===== src/design/dtq_pkg.sv =====
`default_nettype none
// ----------------------------------------------------------------------------
// dtq_pkg: shared types and constants for the delta timer queue
// Operation and status codes, field widths, and the command and status
// groups between the controller and the datapath.
// ----------------------------------------------------------------------------
package dtq_pkg;

	localparam int OP_W     = 2;
	localparam int ID_W     = 4;
	localparam int DELTA_W  = 32;
	localparam int TIME_W   = 64;
	localparam int STATUS_W = 2;

	localparam logic [OP_W-1:0] OP_SPAWN   = 2'd0;
	localparam logic [OP_W-1:0] OP_ADVANCE = 2'd1;
	localparam logic [OP_W-1:0] OP_DELAY   = 2'd2;
	localparam logic [OP_W-1:0] OP_NOP     = 2'd3;

	localparam logic [STATUS_W-1:0] ST_OK     = 2'd0;
	localparam logic [STATUS_W-1:0] ST_EMPTY  = 2'd1;
	localparam logic [STATUS_W-1:0] ST_FULL   = 2'd2;
	localparam logic [STATUS_W-1:0] ST_NO_CUR = 2'd3;

	// Commands from the controller to the datapath.
	typedef struct packed {
		logic                load;       // capture the operation, set up the walk
		logic                spawn;      // push process_id at the head, delta zero
		logic                adv_rd;     // read the head entry
		logic                adv_pop;    // pop the head entry and advance the clock
		logic                adv_empty;  // advance on an empty list
		logic                rd_ptr;     // read the entry under the walk pointer
		logic                step;       // walk past the entry just read
		logic                wr_reduce;  // write back the reduced delta
		logic                rd_src;     // read the entry in front of the shift target
		logic                wr_shift;   // move that entry one place back
		logic                wr_new;     // write the delayed process at its slot
		logic                finish;     // register the result
		logic [STATUS_W-1:0] status;
	} dtq_cmd_t;

	// Status from the datapath to the controller.
	typedef struct packed {
		logic [OP_W-1:0] op;
		logic            cur_valid;
		logic            full;
		logic            empty;
		logic            walk_end;
		logic            delta_gt;
		logic            shift_done;
	} dtq_stat_t;

endpackage
`default_nettype wire


===== src/design/dtq_ctrl.sv =====
`default_nettype none
// ----------------------------------------------------------------------------
// dtq_ctrl: sequencing controller of the delta timer queue
// Decodes each operation and steps the datapath through the list walk and
// the tail shift of a delay insertion.
// ----------------------------------------------------------------------------
module dtq_ctrl
	import dtq_pkg::*;
(
	input  wire logic      clk,
	input  wire logic      arst_n,
	input  wire logic      start,
	input  wire dtq_stat_t stat,
	output logic           busy,
	output dtq_cmd_t       cmd
);

	localparam logic [2:0] S_IDLE     = 3'd0;
	localparam logic [2:0] S_DECODE   = 3'd1;
	localparam logic [2:0] S_ADV_POP  = 3'd2;
	localparam logic [2:0] S_WALK_RD  = 3'd3;
	localparam logic [2:0] S_WALK_CMP = 3'd4;
	localparam logic [2:0] S_SHIFT_RD = 3'd5;
	localparam logic [2:0] S_SHIFT_WR = 3'd6;

	logic [2:0] state_q;
	logic [2:0] state_d;

	assign busy = (state_q != S_IDLE);

	always_comb begin
		cmd     = '0;
		state_d = state_q;
		case (state_q)
			S_IDLE: begin
				if (start) begin
					cmd.load = 1'b1;
					state_d  = S_DECODE;
				end
			end
			S_DECODE: begin
				case (stat.op)
					OP_SPAWN: begin
						cmd.finish = 1'b1;
						state_d    = S_IDLE;
						if (stat.full) begin
							cmd.status = ST_FULL;
						end else begin
							cmd.spawn  = 1'b1;
							cmd.status = ST_OK;
						end
					end
					OP_ADVANCE: begin
						if (stat.empty) begin
							cmd.adv_empty = 1'b1;
							cmd.finish    = 1'b1;
							cmd.status    = ST_EMPTY;
							state_d       = S_IDLE;
						end else begin
							cmd.adv_rd = 1'b1;
							state_d    = S_ADV_POP;
						end
					end
					OP_DELAY: begin
						if (!stat.cur_valid) begin
							cmd.finish = 1'b1;
							cmd.status = ST_NO_CUR;
							state_d    = S_IDLE;
						end else if (stat.full) begin
							cmd.finish = 1'b1;
							cmd.status = ST_FULL;
							state_d    = S_IDLE;
						end else begin
							state_d = S_WALK_RD;
						end
					end
					default: begin
						cmd.finish = 1'b1;
						cmd.status = ST_OK;
						state_d    = S_IDLE;
					end
				endcase
			end
			S_ADV_POP: begin
				cmd.adv_pop = 1'b1;
				cmd.finish  = 1'b1;
				cmd.status  = ST_OK;
				state_d     = S_IDLE;
			end
			S_WALK_RD: begin
				// Past the last live entry the new one simply lands at the tail.
				if (stat.walk_end) begin
					cmd.wr_new = 1'b1;
					cmd.finish = 1'b1;
					cmd.status = ST_OK;
					state_d    = S_IDLE;
				end else begin
					cmd.rd_ptr = 1'b1;
					state_d    = S_WALK_CMP;
				end
			end
			S_WALK_CMP: begin
				if (stat.delta_gt) begin
					cmd.wr_reduce = 1'b1;
					state_d       = S_SHIFT_RD;
				end else begin
					cmd.step = 1'b1;
					state_d  = S_WALK_RD;
				end
			end
			S_SHIFT_RD: begin
				if (stat.shift_done) begin
					cmd.wr_new = 1'b1;
					cmd.finish = 1'b1;
					cmd.status = ST_OK;
					state_d    = S_IDLE;
				end else begin
					cmd.rd_src = 1'b1;
					state_d    = S_SHIFT_WR;
				end
			end
			S_SHIFT_WR: begin
				cmd.wr_shift = 1'b1;
				state_d      = S_SHIFT_RD;
			end
			default: begin
				state_d = S_IDLE;
			end
		endcase
	end

	always_ff @(posedge clk or negedge arst_n) begin
		if (!arst_n) begin
			state_q <= S_IDLE;
		end else begin
			state_q <= state_d;
		end
	end

endmodule
`default_nettype wire


===== src/design/dtq_datapath.sv =====
`default_nettype none
// ----------------------------------------------------------------------------
// dtq_datapath: list storage, clock and walk registers of the timer queue
// The delta list lives in a circular buffer memory with one write port and
// one registered read port; head pointer and entry count locate it.
// ----------------------------------------------------------------------------
module dtq_datapath
	import dtq_pkg::*;
#(
	parameter int QUEUE_DEPTH = 16
) (
	input  wire logic                clk,
	input  wire logic                arst_n,
	input  wire dtq_cmd_t            cmd,
	input  wire logic [OP_W-1:0]     operation,
	input  wire logic [ID_W-1:0]     process_id,
	input  wire logic [DELTA_W-1:0]  delay_ticks,
	output dtq_stat_t                stat,
	output logic                     done,
	output logic [STATUS_W-1:0]      status,
	output logic [ID_W-1:0]          run_id,
	output logic [TIME_W-1:0]        now_ticks
);

	localparam int AW = $clog2(QUEUE_DEPTH);
	localparam int CW = $clog2(QUEUE_DEPTH + 1);
	localparam int EW = ID_W + DELTA_W;
	localparam logic [AW-1:0] LAST    = AW'(QUEUE_DEPTH - 1);
	localparam logic [CW-1:0] DEPTH_C = CW'(QUEUE_DEPTH);
	localparam logic [CW:0]   DEPTH_X = (CW + 1)'(QUEUE_DEPTH);

	function automatic logic [AW-1:0] ptr_inc(input logic [AW-1:0] p);
		return (p == LAST) ? '0 : p + 1'b1;
	endfunction

	function automatic logic [AW-1:0] ptr_dec(input logic [AW-1:0] p);
		return (p == '0) ? LAST : p - 1'b1;
	endfunction

	// Entry storage, no reset: only live entries are ever read.
	logic [EW-1:0]       mem_q [QUEUE_DEPTH];
	logic [EW-1:0]       rd_data_q;
	logic [AW-1:0]       rd_addr;
	logic [AW-1:0]       wr_addr;
	logic [EW-1:0]       wr_data;
	logic                wr_en;

	logic [ID_W-1:0]     rd_id;
	logic [DELTA_W-1:0]  rd_delta;

	logic [OP_W-1:0]     op_q;
	logic [ID_W-1:0]     pid_q;
	logic [DELTA_W-1:0]  rest_q;
	logic [AW-1:0]       ptr_q;
	logic [CW-1:0]       idx_q;
	logic [AW-1:0]       dst_q;
	logic [AW-1:0]       head_q;
	logic [CW-1:0]       count_q;
	logic [TIME_W-1:0]   clock_q;
	logic [ID_W-1:0]     cur_id_q;
	logic                cur_valid_q;
	logic                done_q;
	logic [STATUS_W-1:0] status_q;
	logic [ID_W-1:0]     run_id_q;

	logic [CW:0]         tail_sum;
	logic [AW-1:0]       tail;

	assign rd_id    = rd_data_q[EW-1 -: ID_W];
	assign rd_delta = rd_data_q[DELTA_W-1:0];

	// Physical slot one past the last live entry.
	assign tail_sum = (CW + 1)'(head_q) + (CW + 1)'(count_q);
	assign tail     = (tail_sum >= DEPTH_X) ? AW'(tail_sum - DEPTH_X) : AW'(tail_sum);

	always_comb begin
		rd_addr = '0;
		if (cmd.adv_rd) begin
			rd_addr = head_q;
		end else if (cmd.rd_ptr) begin
			rd_addr = ptr_q;
		end else if (cmd.rd_src) begin
			rd_addr = ptr_dec(dst_q);
		end
	end

	always_comb begin
		wr_en   = 1'b0;
		wr_addr = ptr_q;
		wr_data = {cur_id_q, rest_q};
		if (cmd.spawn) begin
			wr_en   = 1'b1;
			wr_addr = ptr_dec(head_q);
			wr_data = {pid_q, {DELTA_W{1'b0}}};
		end else if (cmd.wr_reduce) begin
			wr_en   = 1'b1;
			wr_data = {rd_id, rd_delta - rest_q};
		end else if (cmd.wr_shift) begin
			wr_en   = 1'b1;
			wr_addr = dst_q;
			wr_data = rd_data_q;
		end else if (cmd.wr_new) begin
			wr_en = 1'b1;
		end
	end

	always_ff @(posedge clk) begin
		if (wr_en) begin
			mem_q[wr_addr] <= wr_data;
		end
		rd_data_q <= mem_q[rd_addr];
	end

	// Operation and walk registers.
	always_ff @(posedge clk) begin
		if (cmd.load) begin
			op_q   <= operation;
			pid_q  <= process_id;
			rest_q <= delay_ticks;
			ptr_q  <= head_q;
			idx_q  <= '0;
			dst_q  <= tail;
		end else begin
			if (cmd.step) begin
				rest_q <= rest_q - rd_delta;
				ptr_q  <= ptr_inc(ptr_q);
				idx_q  <= idx_q + 1'b1;
			end
			if (cmd.wr_shift) begin
				dst_q <= ptr_dec(dst_q);
			end
		end
	end

	always_ff @(posedge clk or negedge arst_n) begin
		if (!arst_n) begin
			head_q      <= '0;
			count_q     <= '0;
			clock_q     <= '0;
			cur_id_q    <= '0;
			cur_valid_q <= 1'b0;
			done_q      <= 1'b0;
			status_q    <= ST_OK;
			run_id_q    <= '0;
		end else begin
			if (cmd.spawn) begin
				head_q  <= ptr_dec(head_q);
				count_q <= count_q + 1'b1;
			end
			if (cmd.adv_pop) begin
				head_q      <= ptr_inc(head_q);
				count_q     <= count_q - 1'b1;
				cur_id_q    <= rd_id;
				cur_valid_q <= 1'b1;
				clock_q     <= clock_q + TIME_W'(rd_delta);
			end
			if (cmd.adv_empty) begin
				cur_valid_q <= 1'b0;
			end
			if (cmd.wr_new) begin
				count_q     <= count_q + 1'b1;
				cur_valid_q <= 1'b0;
			end
			done_q <= cmd.finish;
			if (cmd.finish) begin
				status_q <= cmd.status;
				run_id_q <= cmd.adv_pop ? rd_id : '0;
			end
		end
	end

	assign stat.op         = op_q;
	assign stat.cur_valid  = cur_valid_q;
	assign stat.full       = (count_q == DEPTH_C);
	assign stat.empty      = (count_q == '0);
	assign stat.walk_end   = (idx_q == count_q);
	assign stat.delta_gt   = (rd_delta > rest_q);
	assign stat.shift_done = (dst_q == ptr_q);

	assign done      = done_q;
	assign status    = status_q;
	assign run_id    = run_id_q;
	assign now_ticks = clock_q;

	a_count_bound: assert property (@(posedge clk) disable iff (!arst_n)
		count_q <= DEPTH_C)
		else $error("entry count exceeds queue depth");

	a_head_bound: assert property (@(posedge clk) disable iff (!arst_n)
		head_q <= LAST)
		else $error("head pointer outside the buffer");

	a_spawn_count: assert property (@(posedge clk) disable iff (!arst_n)
		cmd.spawn |=> count_q == $past(count_q) + 1'b1)
		else $error("spawn did not add one entry");

	a_pop_current: assert property (@(posedge clk) disable iff (!arst_n)
		cmd.adv_pop |=> cur_valid_q && done_q && run_id_q == cur_id_q)
		else $error("advance did not report the new current process");

	a_fail_run_id: assert property (@(posedge clk) disable iff (!arst_n)
		done_q && status_q != ST_OK |-> run_id_q == '0)
		else $error("failed operation reported a process id");

endmodule
`default_nettype wire


===== src/design/delta_timer_queue_core.sv =====
`default_nettype none
// ----------------------------------------------------------------------------
// delta_timer_queue_core: discrete-event scheduler on a delta list
// Spawns, advances and delays processes; keeps a 64-bit simulated clock.
// ----------------------------------------------------------------------------
// Usage:
//   Drive operation, process_id and delay_ticks and raise start; the command
//   is taken at a clock edge where start is high and busy is low. Each
//   command returns one result: done is high for exactly one cycle while
//   status, run_id and now_ticks hold the result of that transfer. The
//   receiver cannot stall the result; it must take it in that cycle.
//   Spawn, no-op and every error case finish in the decode state; an
//   advance reads the head entry and then pops it. A delay walks the live
//   entries: behind every entry it is written at the tail, in front of one
//   it reduces that entry's delta and shifts it and all behind it one place
//   back first; the walk and the tail shift each read one entry per step
//   through the single registered read port of the list memory. busy falls
//   in the cycle that done is high, so the next command may be taken then.
//   After reset the list is empty, there is no current process and the
//   clock reads zero; no clearing pass is needed.
// ----------------------------------------------------------------------------
module delta_timer_queue_core
	import dtq_pkg::*;
#(
	parameter int QUEUE_DEPTH = 16
) (
	input  wire logic                clk,
	input  wire logic                arst_n,
	input  wire logic                start,
	output logic                     busy,
	input  wire logic [OP_W-1:0]     operation,
	input  wire logic [ID_W-1:0]     process_id,
	input  wire logic [DELTA_W-1:0]  delay_ticks,
	output logic                     done,
	output logic [STATUS_W-1:0]      status,
	output logic [ID_W-1:0]          run_id,
	output logic [TIME_W-1:0]        now_ticks
);

	dtq_cmd_t  cmd;
	dtq_stat_t stat;

	dtq_ctrl u_ctrl (
		.clk    (clk),
		.arst_n (arst_n),
		.start  (start),
		.stat   (stat),
		.busy   (busy),
		.cmd    (cmd)
	);

	dtq_datapath #(
		.QUEUE_DEPTH (QUEUE_DEPTH)
	) u_datapath (
		.clk         (clk),
		.arst_n      (arst_n),
		.cmd         (cmd),
		.operation   (operation),
		.process_id  (process_id),
		.delay_ticks (delay_ticks),
		.stat        (stat),
		.done        (done),
		.status      (status),
		.run_id      (run_id),
		.now_ticks   (now_ticks)
	);

endmodule
`default_nettype wire

===== config.mk =====
export PLATFORM = sky130hd
export DESIGN_NAME = delta_timer_queue_core
export DESIGN_NICKNAME = d
export VERILOG_FILES = /design/src/design/dtq_pkg.sv /design/src/design/dtq_ctrl.sv /design/src/design/dtq_datapath.sv /design/src/design/delta_timer_queue_core.sv
export SDC_FILE = /design/constraint.sdc
export NUM_CORES = 1
export LEC_CHECK = 0
export ABC_AREA = 1
export BUFFER_PORTS_ARGS = -buffer_cell sky130_fd_sc_hd__buf_2
export CORE_MARGIN = 2
export CORE_UTILIZATION = 45
export CTS_CLUSTER_SIZE = 20
export DETAILED_ROUTE_END_ITERATION = 8
export GPL_ROUTABILITY_DRIVEN = 0
export PLACE_DENSITY = 0.59
export REMOVE_ABC_BUFFERS = 1
export SYNTH_ARGS = -nofsm -noshare
export SYNTH_HDL_FRONTEND = slang
export SYNTH_SLANG_ARGS = --single-unit

===== constraint.sdc =====
create_clock -name clk -period 4.2 [get_ports clk]
set_input_delay 0.63 -clock clk [delete_from_list [all_inputs] [get_ports clk]]
set_output_delay 0.63 -clock clk [all_outputs]
set_load 0.005 [all_outputs]

==> results of run 1 <==
worst max-delay path, cell delays in order (launching register included):
cell and delay [ps]:
edfxtp_1 360, inv_1 60, ha_1 420, nand2_1 160, nor2_1 290, nand2_1 120
nor2_1 370, nand4_2 400, nand3_2 220, buf_12 230, o21ai_0 120, nor2_1 880
area by class of cell:
| type | count | share of cell area |
|---|---|---|
| Tap cell | 1155 | 0.03249 |
| Inverter | 615 | 0.05198 |
| Clock buffer | 102 | 0.04970 |
| Clock inverter | 48 | 0.01046 |
| Timing Repair Buffer | 210 | 0.03910 |
| Multi-Input combinational cell | 2944 | 0.3283 |
| Sequential cell | 751 | 0.4878 |
| Antenna cell | 3 | 0.0001688 |
synthesized netlist by cell type (4+ instances only):
cell type / count / area (sq um)
inv_1: 585 / 2196
xnor2_1: 26 / 227.7
o21ai_0: 215 / 1076
o211ai_1: 4 / 30.03
nand4_1: 21 / 131.4
a21oi_1: 171 / 855.8
edfxtp_1: 622 / 18680
a21o_1: 11 / 82.58
nor2_2: 5 / 31.28
xor2_1: 81 / 709.4
clkbuf_1: 56 / 210.2
clkbuf_2: 10 / 50.05
buf_6: 6 / 67.56
o21ai_1: 12 / 60.06
ha_1: 110 / 1376
nor3_1: 23 / 115.1
buf_1: 14 / 52.55
inv_2: 27 / 101.4
or2_2: 9 / 56.30
nand3_1: 739 / 3699
fa_1: 4 / 80.08
dfrtp_1: 88 / 2202
dfxtp_1: 41 / 820.8
nor2_1: 223 / 837.1
nand2_1: 1205 / 4523
a31oi_1: 6 / 37.54
nand2_4: 4 / 45.04
nor4_1: 18 / 112.6
o21a_1: 10 / 75.07
o21bai_1: 13 / 97.59
buf_2: 117 / 585.6
repair_timing:
action | CTS | global route
hold buffers | 1 | 0
hold endpoints to repair | 41 | 0
gates resized for setup | 0 | 5
endpoints found under the setup margin | 0 | 74
power groups by stage:
stage          clock (mW)  combinational (mW)  sequential (mW)
3_3_place_gp            0                16.7             11.3
4_1_cts              7.33                16.7             11.2
3_5_place_dp            0                16.6             11.4
5_1_grt              7.60                18.7             11.3
2_1_floorplan           0                10.4             11.1
6_report             7.22                17.1             11.2
per-stage QoR:
| step | utilization | std cells | hold slack (ps) | cell area (sq um) |
|---|---|---|---|---|
| after floorplan | - | 4310 | 334.4 | 38540 |
| after global placement | 0.4808 | 5674 | 464.1 | 41770 |
| after detailed placement | 0.4808 | 5674 | 463.1 | 41770 |
| after CTS | 0.5117 | 5825 | 135.1 | 44460 |
| after global routing | 0.5119 | 5825 | 158.6 | 44480 |
| final | 0.5120 | 5828 | 169.5 | 44490 |
flip-flops by register name (all words and copies together) (netlist names), 5 cells and up:
register,count
u_datapath.mem_q,576
u_datapath.now_ticks,64
u_datapath.rd_data_q,36
u_datapath.rest_q,32
u_datapath.count_q,5
u_datapath.idx_q,5
kinds of logic after synthesis:
logic type / share of synthesized area
xor+xnor: 0.02372
flops: 0.5493
simple gates: 0.2452
fa+ha+maj: 0.03686
compound gates: 0.06198
buf+inv: 0.08291
layer usage:
metal / GRT usage / share of wire / vias up
met3: 0.03692 / 0.073 / 271
met2: 0.4273 / 0.45 / 1358
met1: 0.3864 / 0.44 / 15125
met5: 0 / 0.00012 / -
li1: - / - / 15108
met4: 0.1173 / 0.043 / 2
worst max path at each step:
stage | startpoint | to | cells after the start
final | u_datapath.rest_q[16] | u_datapath.mem_q[8][7] | 11
after global routing | u_datapath.rest_q[30] | u_datapath.mem_q[9][7] | 11
after CTS | u_datapath.rest_q[16] | u_datapath.mem_q[15][21] | 11
after detailed placement | u_datapath.rest_q[16] | u_datapath.mem_q[6][21] | 11
after global placement | u_datapath.rest_q[16] | u_datapath.mem_q[6][21] | 11
after floorplan | u_datapath.count_q[1] | u_datapath.rd_data_q[10] | 14
==> results.ini, run 1 <==
[outcome]
status=finished clean

[global_routing]
grt_use_total=0.2747
grt_pass1_vias=30354
grt_max_degree=145
overflow=0
grt_pass1_wl_mm=188.2
antenna_found_initial=6

[final_layout]
multi_input_area_sq_um=14600
seq_area_sq_um=21700
area_growth_syn_to_layout_pct=12.60
layout_commonest_cell=nand2_1
final_layout_size_suffix_gt1_frac=0.08458
nFillCells=8018
finalNetCount=4760
final_cell_mix=1204 x nand2_1, 738 x nand3_1, 622 x edfxtp_1, 577 x inv_1, 218 x nor2_1

[route]
ant_nets=0
routed_wl_mm=125.0
vias=31864
drt_iter0_drc=3187
first_pass_iters=6
avgRoutedWirePerCell_microns=21.45
vias_per_cell=5.467
route.detailed.drc=0

[setup_path]
cp_max_fo=47
timing.rr.end=u_datapath.mem_q[8][7]
crit-reg2reg-launch=u_datapath.rest_q[16]
cp_data_required_time_ps=4470
endpoint_kind=flop
crit_type=flop to flop
reg2reg_depth=11
rrSetupSlack_ps=110
worst_setup_path_start_kind=flop
critPathArrivalTime_ps=4360

[synth]
yosys_warnings=0
synth_edf_count=622
ys_seq_area_frac=0.5493
syn_avg_cell_area_sq_um=8.754
ys_ff_latch=751
synthFlopType=edfxtp_1
syn_area_sq_um=39510
synth_cell_type_count=55
async_reset_ff_frac=0.1172
synth_cells=4513

[timing]
fin_ws_ps=114.6
skew_ps=25.12
tns_ps=0
drv_slew=0
hold_viol=0
finalCritPeriodShare=0.9727
slew-limit-headroom=0.2246
period_needed_ps=4085
worstMarginPinSlew_ps=1159
finalSetupViolCount=0
fmax_ghz=0.2448
rsz0062_at_grt=no

[floorplan]
start_util=0.4547
core_area_sq_um=86890
num_rows=108
io_pins=113
die_x_microns=300.3
dieArea_sq_um=90180
die_h_microns=300.3

[clocking]
cts.clk_slew.worst_paths_ps=60
cts_buffers=83
cts_tree=built
clockBufferDepth=3
cts_root_buf=clkbuf_16
clkLatencyLatePin_ps=650
cts_setup_buffers=0
htreeDepth=3
cts.sink_count=751

[hold_path]
hold-path-cell-count=1
hp-start=operation[1]
min_path_type=input pin to flop
holdPathEnd=u_datapath.op_q[1]

[pwr]
p_per_area_nw_per_um2=799.8
p_comb_frac=0.482
switching_share=0.4501
power_switching_mw=16.01
p_int_mw=19.57
p_clk_frac=0.203
seq_power_share=0.315
p_leak_nw=19.45
total_power_mw=35.58
irDropWorstVdd_uv=515.9

[placement]
port_buffers=112
dp_hpwl_mm=83.29
pre_cts_slack_ps=180.5

[job]
maxCapViolCount=0

No activity file was read; power rests on OpenSTA's default activity.
==> run 2: changes to the inputs <==
Settings changed: SETUP_SLACK_MARGIN from default to 0.4.
==> run 2 against run 1 <==
Compared with the run above: via count grew 0.14%; global-route usage is essentially flat; final cell count is essentially flat; clock-buffer cell count is the same; largest cell class unchanged; combinational power is essentially flat; sequential power is essentially flat; routed wire length grew 0.64%.
==> results.ini, run 2 (synthesized netlist as in run 1, its figures left out) <==
[setup_path]
reg2reg_depth=17  ; was 11
cp_data_required_time_ps=4490  ; was 4470 ps
cp_max_fo=47  ; unchanged
rrSetupSlack_ps=550  ; was 110 ps
crit-reg2reg-launch=u_datapath.rest_q[0]  ; was u_datapath.rest_q[16]
endpoint_kind=flop  ; unchanged
worst_setup_path_start_kind=flop  ; unchanged
crit_type=flop to flop  ; unchanged
worstSetupStartpoint=u_datapath.rest_q[0]  ; was u_datapath.rest_q[16]
crit_end=u_datapath.mem_q[2][18]  ; was u_datapath.mem_q[8][7]
timing.rr.end=u_datapath.mem_q[2][18]  ; was u_datapath.mem_q[8][7]
critPathArrivalTime_ps=3940  ; was 4360 ps

[floorplan]
die_h_microns=300.3  ; unchanged
start_util=0.4547  ; unchanged
dieArea_sq_um=90180  ; unchanged
io_pins=113  ; unchanged
die_x_microns=300.3  ; unchanged
core_area_sq_um=86890  ; unchanged
num_rows=108  ; unchanged

[timing]
fin_ws_ps=552.0  ; was 114.6 ps
slew-limit-headroom=0.3051  ; was 0.2246
skew_ps=24.69  ; was 25.12 ps
finalSetupViolCount=0  ; unchanged
hold_ws_ps=167.6  ; was 169.5 ps
tns_ps=0  ; unchanged
hold_viol=0  ; unchanged
rsz0062_at_grt=no  ; unchanged
drv_slew=0  ; unchanged
period_needed_ps=3648  ; was 4085 ps
finalCritPeriodShare=0.8686  ; was 0.9727
fmax_ghz=0.2741  ; was 0.2448 GHz
worstMarginPinSlew_ps=1042  ; was 1159 ps

[global_routing]
grt_pass1_vias=30359  ; was 30354
grt_max_degree=145  ; unchanged
overflow=0  ; unchanged
grt_use_total=0.2748  ; was 0.2747
antenna_found_initial=7  ; was 6
top_usage_layer=met2  ; unchanged
use_met1=0.3866  ; was 0.3864
grt_pass1_wl_mm=188.3  ; was 188.2 mm
grtUsageMet2=0.4273  ; unchanged
met3_usage=0.03692  ; unchanged

[pwr]
switching_share=0.4505  ; was 0.4501
p_int_mw=19.58  ; was 19.57 mW
p_per_area_nw_per_um2=798.9  ; was 799.8 nW/um^2
p_comb_frac=0.483  ; was 0.482
seq_power_share=0.315  ; about the same
total_power_mw=35.64  ; was 35.58 mW
power_switching_mw=16.06  ; was 16.01 mW
p_leak_nw=19.48  ; was 19.45 nW
p_clk_frac=0.203  ; about the same
irDropWorstVdd_uv=511.9  ; was 515.9 uV

[route]
vias_per_cell=5.472  ; was 5.467
avgRoutedWirePerCell_microns=21.57  ; was 21.45 microns
vias=31908  ; was 31864
routed_wl_mm=125.8  ; was 125.0 mm
drt_iter0_drc=3483  ; was 3187
first_pass_iters=6  ; unchanged
ant_nets=0  ; unchanged
route.detailed.drc=0  ; unchanged

[placement]
pre_cts_slack_ps=180.5  ; unchanged
port_buffers=112  ; unchanged
dpl_cell_area_sq_um=41770  ; unchanged
dp_cells=5674  ; unchanged
dp_hpwl_mm=83.29  ; unchanged

[clocking]
htreeDepth=3  ; unchanged
cts_root_buf=clkbuf_16  ; unchanged
clockBufferDepth=3  ; unchanged
clkLatencyLatePin_ps=650  ; about the same
cts.clk_slew.worst_paths_ps=60  ; about the same
cts_buffers=83  ; unchanged
cts.sink_count=751  ; unchanged
cts_tree=built  ; unchanged

[hold_path]
min_path_type=input pin to flop  ; unchanged

[final_layout]
multi_input_area_sq_um=14640  ; was 14600 sq um
layout_commonest_cell=nand2_1  ; unchanged
finalNetCount=4762  ; was 4760
largest_reg_flops=576  ; unchanged
final_area_sq_um=44610  ; was 44490 sq um
nFillCells=8012  ; was 8018
final_util=0.5134  ; was 0.5120
area_growth_syn_to_layout_pct=12.91  ; was 12.60%
final_cells=5831  ; was 5828
top_register=u_datapath.mem_q  ; unchanged
seq_area_sq_um=21700  ; unchanged
final_layout_size_suffix_gt1_frac=0.08669  ; was 0.08458
final_cell_mix=1204 x nand2_1, 738 x nand3_1, 622 x edfxtp_1, 577 x inv_1, 215 x o21ai_0  ; was 1204 x nand2_1, 738 x nand3_1, 622 x edfxtp_1, 577 x inv_1, 218 x nor2_1

[job]
maxCapViolCount=0  ; unchanged

[outcome]
status=finished clean  ; unchanged

-- run 2: critical path: stages (launching register included) --
cell and delay [ps]:
edfxtp_1 420, ha_1 230, inv_1 110, fa_1 280, inv_1 70, o21ai_2 290
a21oi_2 140, o21ai_2 250, nand2_1 100, nand2_2 190, nand3_2 110, buf_12 200
nand2_1 100, inv_2 70, nand2_4 160, nand2_1 130, inv_2 90, buf_4 330
-- run 2: worst min-delay path by stage --
stage / endpoint / slack (ps) / start / cells after the start
2_1_floorplan: u_ctrl.state_q[0] / 330 / arst_n / 0
3_3_place_gp: u_datapath.cur_id_q[1] / 460 / u_datapath.cur_id_q[1] / 2
3_5_place_dp: u_datapath.cur_id_q[1] / 460 / u_datapath.cur_id_q[1] / 2
4_1_cts: u_datapath.op_q[1] / 140 / operation[1] / 1
5_1_grt: u_datapath.pid_q[3] / 160 / process_id[3] / 1
6_report: u_datapath.op_q[1] / 170 / operation[1] / 1
-- run 2: power groups by stage --
stage,Combinational (mW),Sequential (mW),Clock (mW)
floorplan,10.4,11.1,0
detailed placement,16.6,11.4,0
global route,18.7,11.3,7.60
global placement,16.7,11.3,0
CTS,16.8,11.2,7.33
finish,17.2,11.2,7.23
-- run 2: layer usage --
layer,vias up,share of wire
li1,15118,-
met1,15084,0.43
met2,1431,0.45
met3,273,0.077
met4,2,0.043
met5,-,0.00012
-- run 2: layout make-up --
type                       count  share of cell area
antenna                        4           0.0002244
clock buffer                 102             0.04956
clock inverter                48             0.01043
inverter                     615             0.05223
multi-input combinational   2944              0.3282
sequential                   751              0.4865
tap                         1155             0.03240
timing repair buffer         212             0.04045
-- run 2: timing repair --
action | CTS | global route
endpoints found under the setup margin | 112 | 687
hold endpoints to repair | 41 | 0
hold buffers | 1 | 0
setup buffers | 0 | 0
gates cloned | 0 | 2
resized for setup | 7 | 25
